<file path="src/rtl/lcg64_pkg.sv">
`timescale 1ns / 1ps
// ----------------------------------------------------------------------------
// lcg64_pkg: shared definitions for the 64-bit LCG draw unit
// Operation codes, generator constants and the outer perfect shuffle.
// ----------------------------------------------------------------------------
package lcg64_pkg;

    typedef enum logic [1:0] {
        OP_SEED    = 2'd0,
        OP_RAW     = 2'd1,
        OP_BOUNDED = 2'd2,
        OP_NONE    = 2'd3
    } op_t;

    localparam logic [63:0] LCG_MUL = 64'd6364136223846793005;
    localparam logic [63:0] LCG_ADD = 64'd1442695040888963407;

    function automatic logic [31:0] outer_shuffle(input logic [31:0] value);
        logic [31:0] v;
        v = value;
        v = ((v & 32'h0000FF00) << 8) | ((v >> 8) & 32'h0000FF00) | (v & 32'hFF0000FF);
        v = ((v & 32'h00F000F0) << 4) | ((v >> 4) & 32'h00F000F0) | (v & 32'hF00FF00F);
        v = ((v & 32'h0C0C0C0C) << 2) | ((v >> 2) & 32'h0C0C0C0C) | (v & 32'hC3C3C3C3);
        v = ((v & 32'h22222222) << 1) | ((v >> 1) & 32'h22222222) | (v & 32'h99999999);
        return v;
    endfunction

endpackage

</file>
<file path="src/rtl/lcg64_random_with_bounded_draw_unit.sv">
`timescale 1ns / 1ps
// ----------------------------------------------------------------------------
// lcg64_random_with_bounded_draw_unit: 64-bit LCG with raw and bounded draws
// Accepts one command transaction on the input channel (seed, raw draw or
// bounded draw) and returns one result transaction on the output channel.
// Both channels use valid/ready; a transaction moves when both are high.
// The generator step runs on one shared 32x32 multiplier in states ST_MUL0,
// ST_MUL1 and ST_MUL2, followed by the add states ST_ADD1 and ST_ADD2; a
// bounded draw then runs a restoring modulo by the span, one quotient bit
// per cycle over the 32 bits of the draw. Seed, unused op or equal bounds
// go straight to the finish state, and a bounded draw over the full 32-bit
// span skips the modulo. The next command can be accepted once the
// sequencer is back in idle after the result is loaded. One command is in
// work at a time: in_ready is high only while the sequencer is idle, so a
// command may be accepted while the previous result still waits.
// If the receiver stalls, the finished result holds in the sequencer until
// the output register is free, and the output holds stable meanwhile.
// Reset clears the generator state to zero and empties the output.
// ----------------------------------------------------------------------------
module lcg64_random_with_bounded_draw_unit (
    input  logic        clk,
    input  logic        rst_n,
    input  logic        in_valid,
    output logic        in_ready,
    input  logic [1:0]  op,
    input  logic [63:0] seed_value,
    input  logic signed [31:0] bound_one,
    input  logic signed [31:0] bound_two,
    output logic        out_valid,
    input  logic        out_ready,
    output logic [31:0] raw_value,
    output logic signed [31:0] bounded_value
);
    import lcg64_pkg::*;

    typedef enum logic [3:0] {
        ST_IDLE,
        ST_MUL0,
        ST_MUL1,
        ST_MUL2,
        ST_ADD1,
        ST_ADD2,
        ST_MOD,
        ST_FIN
    } state_t;

    state_t      state_reg;
    logic [63:0] gen_reg;
    logic [63:0] acc_reg;
    logic [63:0] prod_reg;
    op_t         op_reg;
    logic        equal_reg;
    logic [31:0] lo_reg;
    logic [31:0] hi_reg;
    logic [31:0] span_reg;
    logic [32:0] rem_reg;
    logic [31:0] div_reg;
    logic [4:0]  cnt_reg;
    logic        out_valid_reg;
    logic [31:0] raw_value_reg;
    logic [31:0] bounded_value_reg;

    logic [31:0] mul_a;
    logic [31:0] mul_b;
    logic [63:0] mul_p;
    logic [63:0] step_sum;
    logic [32:0] rem_shift;
    logic        rem_ge;
    logic        a_lt_b;
    logic        out_free;

    always_comb
    begin
        case (state_reg)
            ST_MUL1:
            begin
                mul_a = gen_reg[31:0];
                mul_b = LCG_MUL[63:32];
            end
            ST_MUL2:
            begin
                mul_a = gen_reg[63:32];
                mul_b = LCG_MUL[31:0];
            end
            default:
            begin
                mul_a = gen_reg[31:0];
                mul_b = LCG_MUL[31:0];
            end
        endcase
    end

    assign mul_p     = mul_a * mul_b;
    assign step_sum  = acc_reg + LCG_ADD;
    assign rem_shift = {rem_reg[31:0], div_reg[31]};
    assign rem_ge    = rem_shift >= {1'b0, span_reg};
    assign a_lt_b    = bound_one < bound_two;
    assign out_free  = !out_valid_reg || out_ready;

    assign in_ready      = (state_reg == ST_IDLE);
    assign out_valid     = out_valid_reg;
    assign raw_value     = raw_value_reg;
    assign bounded_value = bounded_value_reg;

    always_ff @(posedge clk or negedge rst_n)
    begin
        if (!rst_n)
        begin
            state_reg     <= ST_IDLE;
            gen_reg       <= 64'd0;
            out_valid_reg <= 1'b0;
            op_reg        <= OP_NONE;
            equal_reg     <= 1'b0;
            cnt_reg       <= 5'd0;
        end
        else
        begin
            if (state_reg == ST_FIN && out_free)
            begin
                out_valid_reg <= 1'b1;
            end
            else if (out_valid_reg && out_ready)
            begin
                out_valid_reg <= 1'b0;
            end
            case (state_reg)
                ST_IDLE:
                begin
                    if (in_valid)
                    begin
                        op_reg    <= op_t'(op);
                        lo_reg    <= a_lt_b ? bound_one : bound_two;
                        hi_reg    <= a_lt_b ? bound_two : bound_one;
                        equal_reg <= (bound_one == bound_two);
                        case (op_t'(op))
                            OP_SEED:
                            begin
                                gen_reg   <= seed_value
                                             + {32'd0, outer_shuffle(seed_value[31:0])};
                                state_reg <= ST_FIN;
                            end
                            OP_RAW:
                            begin
                                state_reg <= ST_MUL0;
                            end
                            OP_BOUNDED:
                            begin
                                state_reg <= (bound_one == bound_two) ? ST_FIN : ST_MUL0;
                            end
                            default:
                            begin
                                state_reg <= ST_FIN;
                            end
                        endcase
                    end
                end
                ST_MUL0:
                begin
                    prod_reg  <= mul_p;
                    span_reg  <= hi_reg - lo_reg + 32'd1;
                    state_reg <= ST_MUL1;
                end
                ST_MUL1:
                begin
                    acc_reg   <= prod_reg;
                    prod_reg  <= mul_p;
                    state_reg <= ST_MUL2;
                end
                ST_MUL2:
                begin
                    acc_reg[63:32] <= acc_reg[63:32] + prod_reg[31:0];
                    prod_reg       <= mul_p;
                    state_reg      <= ST_ADD1;
                end
                ST_ADD1:
                begin
                    acc_reg[63:32] <= acc_reg[63:32] + prod_reg[31:0];
                    state_reg      <= ST_ADD2;
                end
                ST_ADD2:
                begin
                    gen_reg <= step_sum;
                    div_reg <= step_sum[63:32];
                    cnt_reg <= 5'd31;
                    if (op_reg == OP_BOUNDED && span_reg != 32'd0)
                    begin
                        rem_reg   <= 33'd0;
                        state_reg <= ST_MOD;
                    end
                    else
                    begin
                        rem_reg   <= {1'b0, step_sum[63:32]};
                        state_reg <= ST_FIN;
                    end
                end
                ST_MOD:
                begin
                    rem_reg <= rem_ge ? (rem_shift - {1'b0, span_reg}) : rem_shift;
                    div_reg <= {div_reg[30:0], 1'b0};
                    cnt_reg <= cnt_reg - 5'd1;
                    if (cnt_reg == 5'd0)
                    begin
                        state_reg <= ST_FIN;
                    end
                end
                ST_FIN:
                begin
                    if (out_free)
                    begin
                        raw_value_reg     <= (op_reg == OP_RAW) ? gen_reg[63:32] : 32'd0;
                        if (op_reg == OP_BOUNDED)
                        begin
                            bounded_value_reg <= equal_reg ? lo_reg : lo_reg + rem_reg[31:0];
                        end
                        else
                        begin
                            bounded_value_reg <= 32'd0;
                        end
                        state_reg <= ST_IDLE;
                    end
                end
                default:
                begin
                    state_reg <= ST_IDLE;
                end
            endcase
        end
    end

endmodule

</file>
<file path="config.mk">
export PLATFORM = sky130hd
export DESIGN_NAME = lcg64_random_with_bounded_draw_unit
export DESIGN_NICKNAME = d
export VERILOG_FILES = /design/src/rtl/lcg64_pkg.sv /design/src/rtl/lcg64_random_with_bounded_draw_unit.sv
export SDC_FILE = /design/constraint.sdc
export NUM_CORES = 2
export LEC_CHECK = 0
export ABC_AREA = 1
export ABC_CLOCK_PERIOD_IN_PS = 9300
export BUFFER_PORTS_ARGS = -buffer_cell sky130_fd_sc_hd__buf_4
export CORE_MARGIN = 2
export CORE_UTILIZATION = 30
export DETAILED_ROUTE_END_ITERATION = 7
export PLACE_DENSITY = 0.46
export SLEW_MARGIN = 10
export SYNTH_ARGS = -nofsm -noshare
export SYNTH_HDL_FRONTEND = slang
export SYNTH_SLANG_ARGS = --single-unit
</file>
<file path="constraint.sdc">
create_clock -name clk -period 9.3 [get_ports clk]
set_clock_uncertainty 0.15 [all_clocks]
set_input_delay 0 -clock clk [delete_from_list [all_inputs] [get_ports clk]]
set_output_delay 0 -clock clk [all_outputs]
set_load 0.01 [all_outputs]
</file>
Yosys cells after proc, flatten, opt, wreduce, memory -nomap -nowiden
Cells that the tools add are included.
- bits in read-only memories: 0
- bits in writable memories: 0
- input port bits: 134
- memories kept: 0
- register bits after elaboration: 429
- logic and storage cells: 99
- bits in latches: 0
- bitwise logic cells: 8
- multiplexer cells: 23
- order comparisons: 2
- reductions and logical operators: 25
- div/mod/pow operators: 0
- equality and inequality tests: 16
- add/subtract/negate cells: 8
- multiply operators: 1
- shifts and indexed selects: 0
- operators by type and width (operator ; count):
    two-way mux 32 bit ; 6
    one-hot mux 32 bit (2 select lines) ; 3
    two-way mux 64 bit ; 2
    one-hot mux 64 bit (2 select lines) ; 1
    adder 32 bit ; 2
    adder 64 x 32 -> 64 bit ; 1
    adder 64 x 61 -> 64 bit, second input constant ; 1
    multiplier 32 x 32 -> 64 bit ; 1
    subtractor 32 bit ; 2
    >= comparator 33 x 32 -> 1 bit ; 1
    adder 32 x 1 -> 32 bit, second input constant ; 1
    == test 32 bit ; 1
    less-than comparator 32 bit ; 1
    bitwise OR 24 x 32 -> 32 bit ; 1
    bitwise OR 28 x 32 -> 32 bit ; 1
    bitwise OR 30 x 32 -> 32 bit ; 1
    bitwise OR 31 x 32 -> 32 bit ; 1
    one-hot mux 4 bit (8 select lines) ; 1
    nonzero test 32 bit ; 1
    bitwise OR 31 x 30 -> 31 bit ; 1
    bitwise OR 30 x 28 -> 30 bit ; 1
    two-way mux 29 bit ; 1
    bitwise OR 28 x 24 -> 28 bit ; 1
    bitwise OR 24 x 16 -> 24 bit ; 1
    other kinds (24) ; 49

Longest topological paths before layout
- depth after elaboration: 12
- gate-level depth with buffers: 40

Worst setup path after synthesis
Ideal clock, no wire load.
- path kind: register -> register
- start: reg state_reg[2]
- end: reg prod_reg[60], data pin
- buffers on the path: 2
- setup time: 0.252 ns
- cell stages (with the launch flop): 31
- arrival time: 7.333 ns
- period minus slack after synthesis: 7.735 ns
- setup slack: 1.565 ns
- cells stage by stage: dfrtp_1 > nor2_4 > inv_4 > buf_6 > buf_6 > o21ai_1 > inv_1 > nor2_1 > inv_1 > fa_1 > fa_1 > fa_1 > fa_1 > inv_1 > fa_1 > fa_1 > fa_1 > inv_1 > fa_1 > inv_1 > ha_1 > a21oi_1 > o21ai_0 > a21oi_1 > nor2_1 > nor2_1 > inv_1 > a21oi_1 > nand2_1 > nand2_1 > nand2_1
- word-level cells in the longest chain between the ends: 3
- elaborated cells between the ends (all ways): 5
- those cells by class: 1 x mul; 2 x eq/ne; 2 x mux
- RTL lines (item ; line ; RTL):
    start, declared ; lcg64_random_with_bounded_draw_unit.sv:47 ; state_t state_reg;
    start signal, assigned ; lcg64_random_with_bounded_draw_unit.sv:148 ; state_reg <= (bound_one == bound_two) ? ST_FIN : ST_MUL0;
    == test 4 x 2 -> 1 bit ; lcg64_random_with_bounded_draw_unit.sv:74 ; case (state_reg)
    two-way mux 32 bit / two-way mux 29 bit (equally long branches) ; lcg64_random_with_bounded_draw_unit.sv:74 ;
    multiplier 32 x 32 -> 64 bit (*) ; lcg64_random_with_bounded_draw_unit.sv:93 ; assign mul_p = mul_a * mul_b;
    net mul_p[60] ; lcg64_random_with_bounded_draw_unit.sv:65 ; logic [63:0] mul_p;
    end signal, assigned ; lcg64_random_with_bounded_draw_unit.sv:159 ; prod_reg <= mul_p;
    end signal, assigned ; lcg64_random_with_bounded_draw_unit.sv:166 ; prod_reg <= mul_p;
    end signal, assigned ; lcg64_random_with_bounded_draw_unit.sv:172 ; prod_reg <= mul_p;
    end, declared ; lcg64_random_with_bounded_draw_unit.sv:50 ; logic [63:0] prod_reg;
Mark *: on every way through the listed nets, which the timed path passes. The rest lies on a longest branch.
A chain may end at the register's enable or synchronous reset.

Final worst setup path
- start: reg state_reg[1]
- end: reg prod_reg[58], data pin
The elaborated chain is that of the path after synthesis.

==> impl_summary.txt <==
----------------------------------------------------
[Run status]
  Outcome ... completed

[Synth]
  Most common library cells after synthesis ... sky130_fd_sc_hd__nand2_1 (1762), sky130_fd_sc_hd__inv_1 (1502), sky130_fd_sc_hd__nor2_1 (709)
  Number of distinct library cells after synthesis ... between 50 and 60
  Synthesized area ... between 50000 and 60000 um2
  Share of flip-flops with an asynchronous set or reset after synthesis ... 17.8%
  Number of storage elements in the synthesis netlist ... between 400 and 500
  Library cell with the highest instance count after synthesis ... sky130_fd_sc_hd__nand2_1
  Synthesized instance count ... 7513
  Avg Inst Size Synth ... 7.63 um2
  Library cell occupying the most area in the post-synthesis netlist ... sky130_fd_sc_hd__fa_1
  Share of the synthesized area in the top cell type ... 18.8%
  Proportion of synthesized chip area in sequential cells ... 21.7%
  Count of flip-flops with a built-in enable after synthesis ... 352
  Prevailing post-synth register cell ... sky130_fd_sc_hd__edfxtp_1
  Synth warnings ... 0
  Largest cells by area after synthesis ... sky130_fd_sc_hd__fa_1 (19%), sky130_fd_sc_hd__edfxtp_1 (18%), sky130_fd_sc_hd__ha_1 (14%), sky130_fd_sc_hd__nand2_1 (12%), sky130_fd_sc_hd__inv_1 (9.8%)

[Clock network]
  Number of buffers created by CTS ... 53
  Clock tree root driver cell ... sky130_fd_sc_hd__clkbuf_16
  Clock tree from TritonCTS ... yes
  Clock-pin slew on the worst setup and hold paths ... ~0.06 ns
  Clock H-tree levels ... 2
  Maximum buffer depth of the clock tree ... 3
  Clock sink count ... 428
  Worst-skew pair later-pin latency ... 0.67 ns

[STA]
  Hold Vio Cnt, Final ... 0
  Setup repair after global routing missed its margin ... false
  Slew Limit Headroom ... 21.7%
  Setup violations, final ... 0
  Total negative slack ... 0 ns
  Fin. max-slew vios ... 0
  Min Clock Period, post-route ... about 9 ns
  Worst slew pin tran ... between 1 and 1.5 ns
  Final period utilization ... 96.7%
  Maximum frequency from static timing analysis ... 111 MHz

[Worst hold path]
  Origin of the worst min-delay path ... seed_value[15]
  Min-Delay Path Depth ... 10
  Worst min path class ... input pin to flip-flop
  Hold-critical path endpoint ... gen_reg[31]$_DFFE_PN0P_

[Worst setup path]
  Crit. End Element ... flip-flop
  R2r worst-path depth ... 28
  Worst-case register-to-register setup slack ... 0.30 ns
  Delay of the slowest cell on the worst path ... 0.88 ns
  Most prevalent standard cell on the critical path ... sky130_fd_sc_hd__fa_1
  Max FO, Critical Path ... 36
  Launching point of the worst reg2reg path ... state_reg[1]$_DFFE_PN0P_
  Data arrival time of the worst path ... a little over 9 ns
  Type of the setup path with the least slack ... flip-flop to flip-flop
  Endpoint of the worst-slack reg-to-reg timing path ... prod_reg[58]$_DFFE_PP_
  Worst Setup Start Kind ... flip-flop
  Required time of the critical path ... 9.54 ns
  CP max-delay cell ... sky130_fd_sc_hd__o21ai_2

[Die]
  Vertical extent of the die ... roughly 440 um
  Number of placement rows ... 160
  Number of ports placed on the die boundary ... 200
  Placeable core region ... approximately 190000 um2
  Die Span X ... 441 um
  Starting density of the core ... 30.2%
  Area enclosed by the die boundary ... 195000 um2

[Finish]
  Utilization after layout ... 35.0%
  Area Growth Syn to Fin ... 15.8%
  Ratio of cells with drive above 1 in the final layout ... 6.76%
  Final-layout fill cell count ... 20307
  Net count reported at finish ... 9331

[Run]
  Max-cap violation count ... 0

[Route]
  Met2 routed wirelength ... 103000 um
  Routed wire length ... 225000 um
  Number of iterations in the first detailed-routing pass ... 6
  Routed via count divided by cell count ... 4.85
  DRC viols ... 0
  Met3 wire length ... 11800 um
  Antenna violation net count after detailed routing ... 0
  Routed met1 length ... 106000 um
  Via count of the routed design ... 51324
  Detailed-route wire length per cell ... between 20 and 25 um
  Highest metal layer with signal wires ... met5
  Initial DRC Count ... 4253

[Place]
  DP Wirelength ... approximately 190000 um
  PortBufs ... 199
  Gpl congestion ... 0.961

[Global routing]
  Leftover overflow at the end of global routing ... 0
  Number of antenna violations at the first check in global routing ... 5
  First-pass GRT wire length ... 331000 um
  Aggregate global-route resource usage ... 22.8%
  Number of global-route vias before repair ... slightly above 50000
  Pin count of the biggest net entering global routing ... 76

----------------------------------------------------
## worst max-delay path, delay by kind of cell, from the launching register on
family	cells	cell delay [ns]
buffers and inverters	8	1.03
DFF	1	0.43
and+or+nand+nor	5	0.59
adders and majority gates	9	4.49
AOI/OAI and AO/OA	6	2.01
## placed cells by master, fill, tap and decap left out, types with 8 or more instances in the layout
| cell | n |
|---|---|
| sky130_fd_sc_hd__a21boi_0 | 11 |
| sky130_fd_sc_hd__a21o_1 | 24 |
| sky130_fd_sc_hd__a21oi_1 | 394 |
| sky130_fd_sc_hd__a31oi_1 | 27 |
| sky130_fd_sc_hd__and2_1 | 8 |
| sky130_fd_sc_hd__buf_4 | 306 |
| sky130_fd_sc_hd__bufinv_16 | 8 |
| sky130_fd_sc_hd__clkbuf_16 | 53 |
| sky130_fd_sc_hd__clkinv_2 | 8 |
| sky130_fd_sc_hd__clkinvlp_4 | 9 |
| sky130_fd_sc_hd__conb_1 | 31 |
| sky130_fd_sc_hd__dfrtp_1 | 74 |
| sky130_fd_sc_hd__dlygate4sd3_1 | 220 |
| sky130_fd_sc_hd__edfxtp_1 | 352 |
| sky130_fd_sc_hd__fa_1 | 540 |
| sky130_fd_sc_hd__ha_1 | 642 |
| sky130_fd_sc_hd__inv_1 | 1502 |
| sky130_fd_sc_hd__inv_2 | 44 |
| sky130_fd_sc_hd__nand2_1 | 1762 |
| sky130_fd_sc_hd__nand2_2 | 9 |
| sky130_fd_sc_hd__nand3_1 | 505 |
| sky130_fd_sc_hd__nand3b_1 | 60 |
| sky130_fd_sc_hd__nand4_1 | 55 |
| sky130_fd_sc_hd__nor2_1 | 703 |
| sky130_fd_sc_hd__nor2_2 | 8 |
| sky130_fd_sc_hd__nor2_4 | 26 |
| sky130_fd_sc_hd__nor3_1 | 68 |
| sky130_fd_sc_hd__nor4_1 | 19 |
| sky130_fd_sc_hd__o21a_1 | 12 |
| sky130_fd_sc_hd__o21ai_0 | 286 |
| sky130_fd_sc_hd__o21ai_1 | 9 |
| sky130_fd_sc_hd__o21ai_2 | 16 |
| sky130_fd_sc_hd__o21ai_4 | 10 |
| sky130_fd_sc_hd__o21bai_1 | 31 |
| sky130_fd_sc_hd__or2_2 | 18 |
| sky130_fd_sc_hd__xnor2_1 | 46 |
| sky130_fd_sc_hd__xor2_1 | 98 |
## worst max-delay path by stage
stage	from	to	slack, ns
3_3_place_gp	state_reg[2]$_DFFE_PN0P_	prod_reg[59]$_DFFE_PP_	0.32
4_1_cts	state_reg[1]$_DFFE_PN0P_	prod_reg[59]$_DFFE_PP_	0.33
3_5_place_dp	state_reg[0]$_DFFE_PN0P_	prod_reg[59]$_DFFE_PP_	0.31
5_1_grt	state_reg[1]$_DFFE_PN0P_	prod_reg[59]$_DFFE_PP_	0.03
6_report	state_reg[1]$_DFFE_PN0P_	prod_reg[58]$_DFFE_PP_	0.30
2_1_floorplan	state_reg[2]$_DFFE_PN0P_	prod_reg[60]$_DFFE_PP_	1.56
## stage by stage
step	std cells	area [um2]	hold WS (ns)	worst slack, ns
global route	10570	66400	0.0577	0.0268
finish	10572	66400	0.0191	0.304
global placement	10251	62400	-0.230	0.316
detailed placement	10251	62400	-0.230	0.314
CTS	10569	66400	0.00671	0.332
floorplan	7542	57500	-0.446	1.56
## timing repair
item | CTS | global route
hold buffers | 220 | 0
hold endpoints to repair | 214 | 0
endpoints found under the setup margin | 0 | 4
buffers inserted | 0 | 0
resized for setup | 0 | 2
## per-layer routing
layer	vias up	global-route usage [%]
li1	24788	-
met1	24969	32.7
met2	1394	37.3
met3	171	2.55
met4	2	4.12
met5	-	0
## cell families (layout without fill, tap and decap cells)
logic type,count (synthesis),after routing,share of synthesized area [%]
simple gates,3255,3255,23.9
buf+inv,1662,2178,11.2
fa+ha+maj,1182,1182,32.8
compound gates,840,840,8.11
flops,428,428,21.7
xor+xnor,144,144,2.20
other cells,2,34,0.0131
## final cells by class
cell class	count	area [um2]	share of cell area, %
antenna	3	7.51	0.0113
clock buffer	58	1350	2.02
clock inverter	40	465	0.701
inverter	1552	5840	8.80
multi-input combinational	5452	38600	58.1
sequential	428	12500	18.8
tap	2511	3140	4.73
timing repair buffer	528	4540	6.83
Power is not shown: default switching activity piles up to over one toggle a cycle in this logic, so the estimate is an artifact.
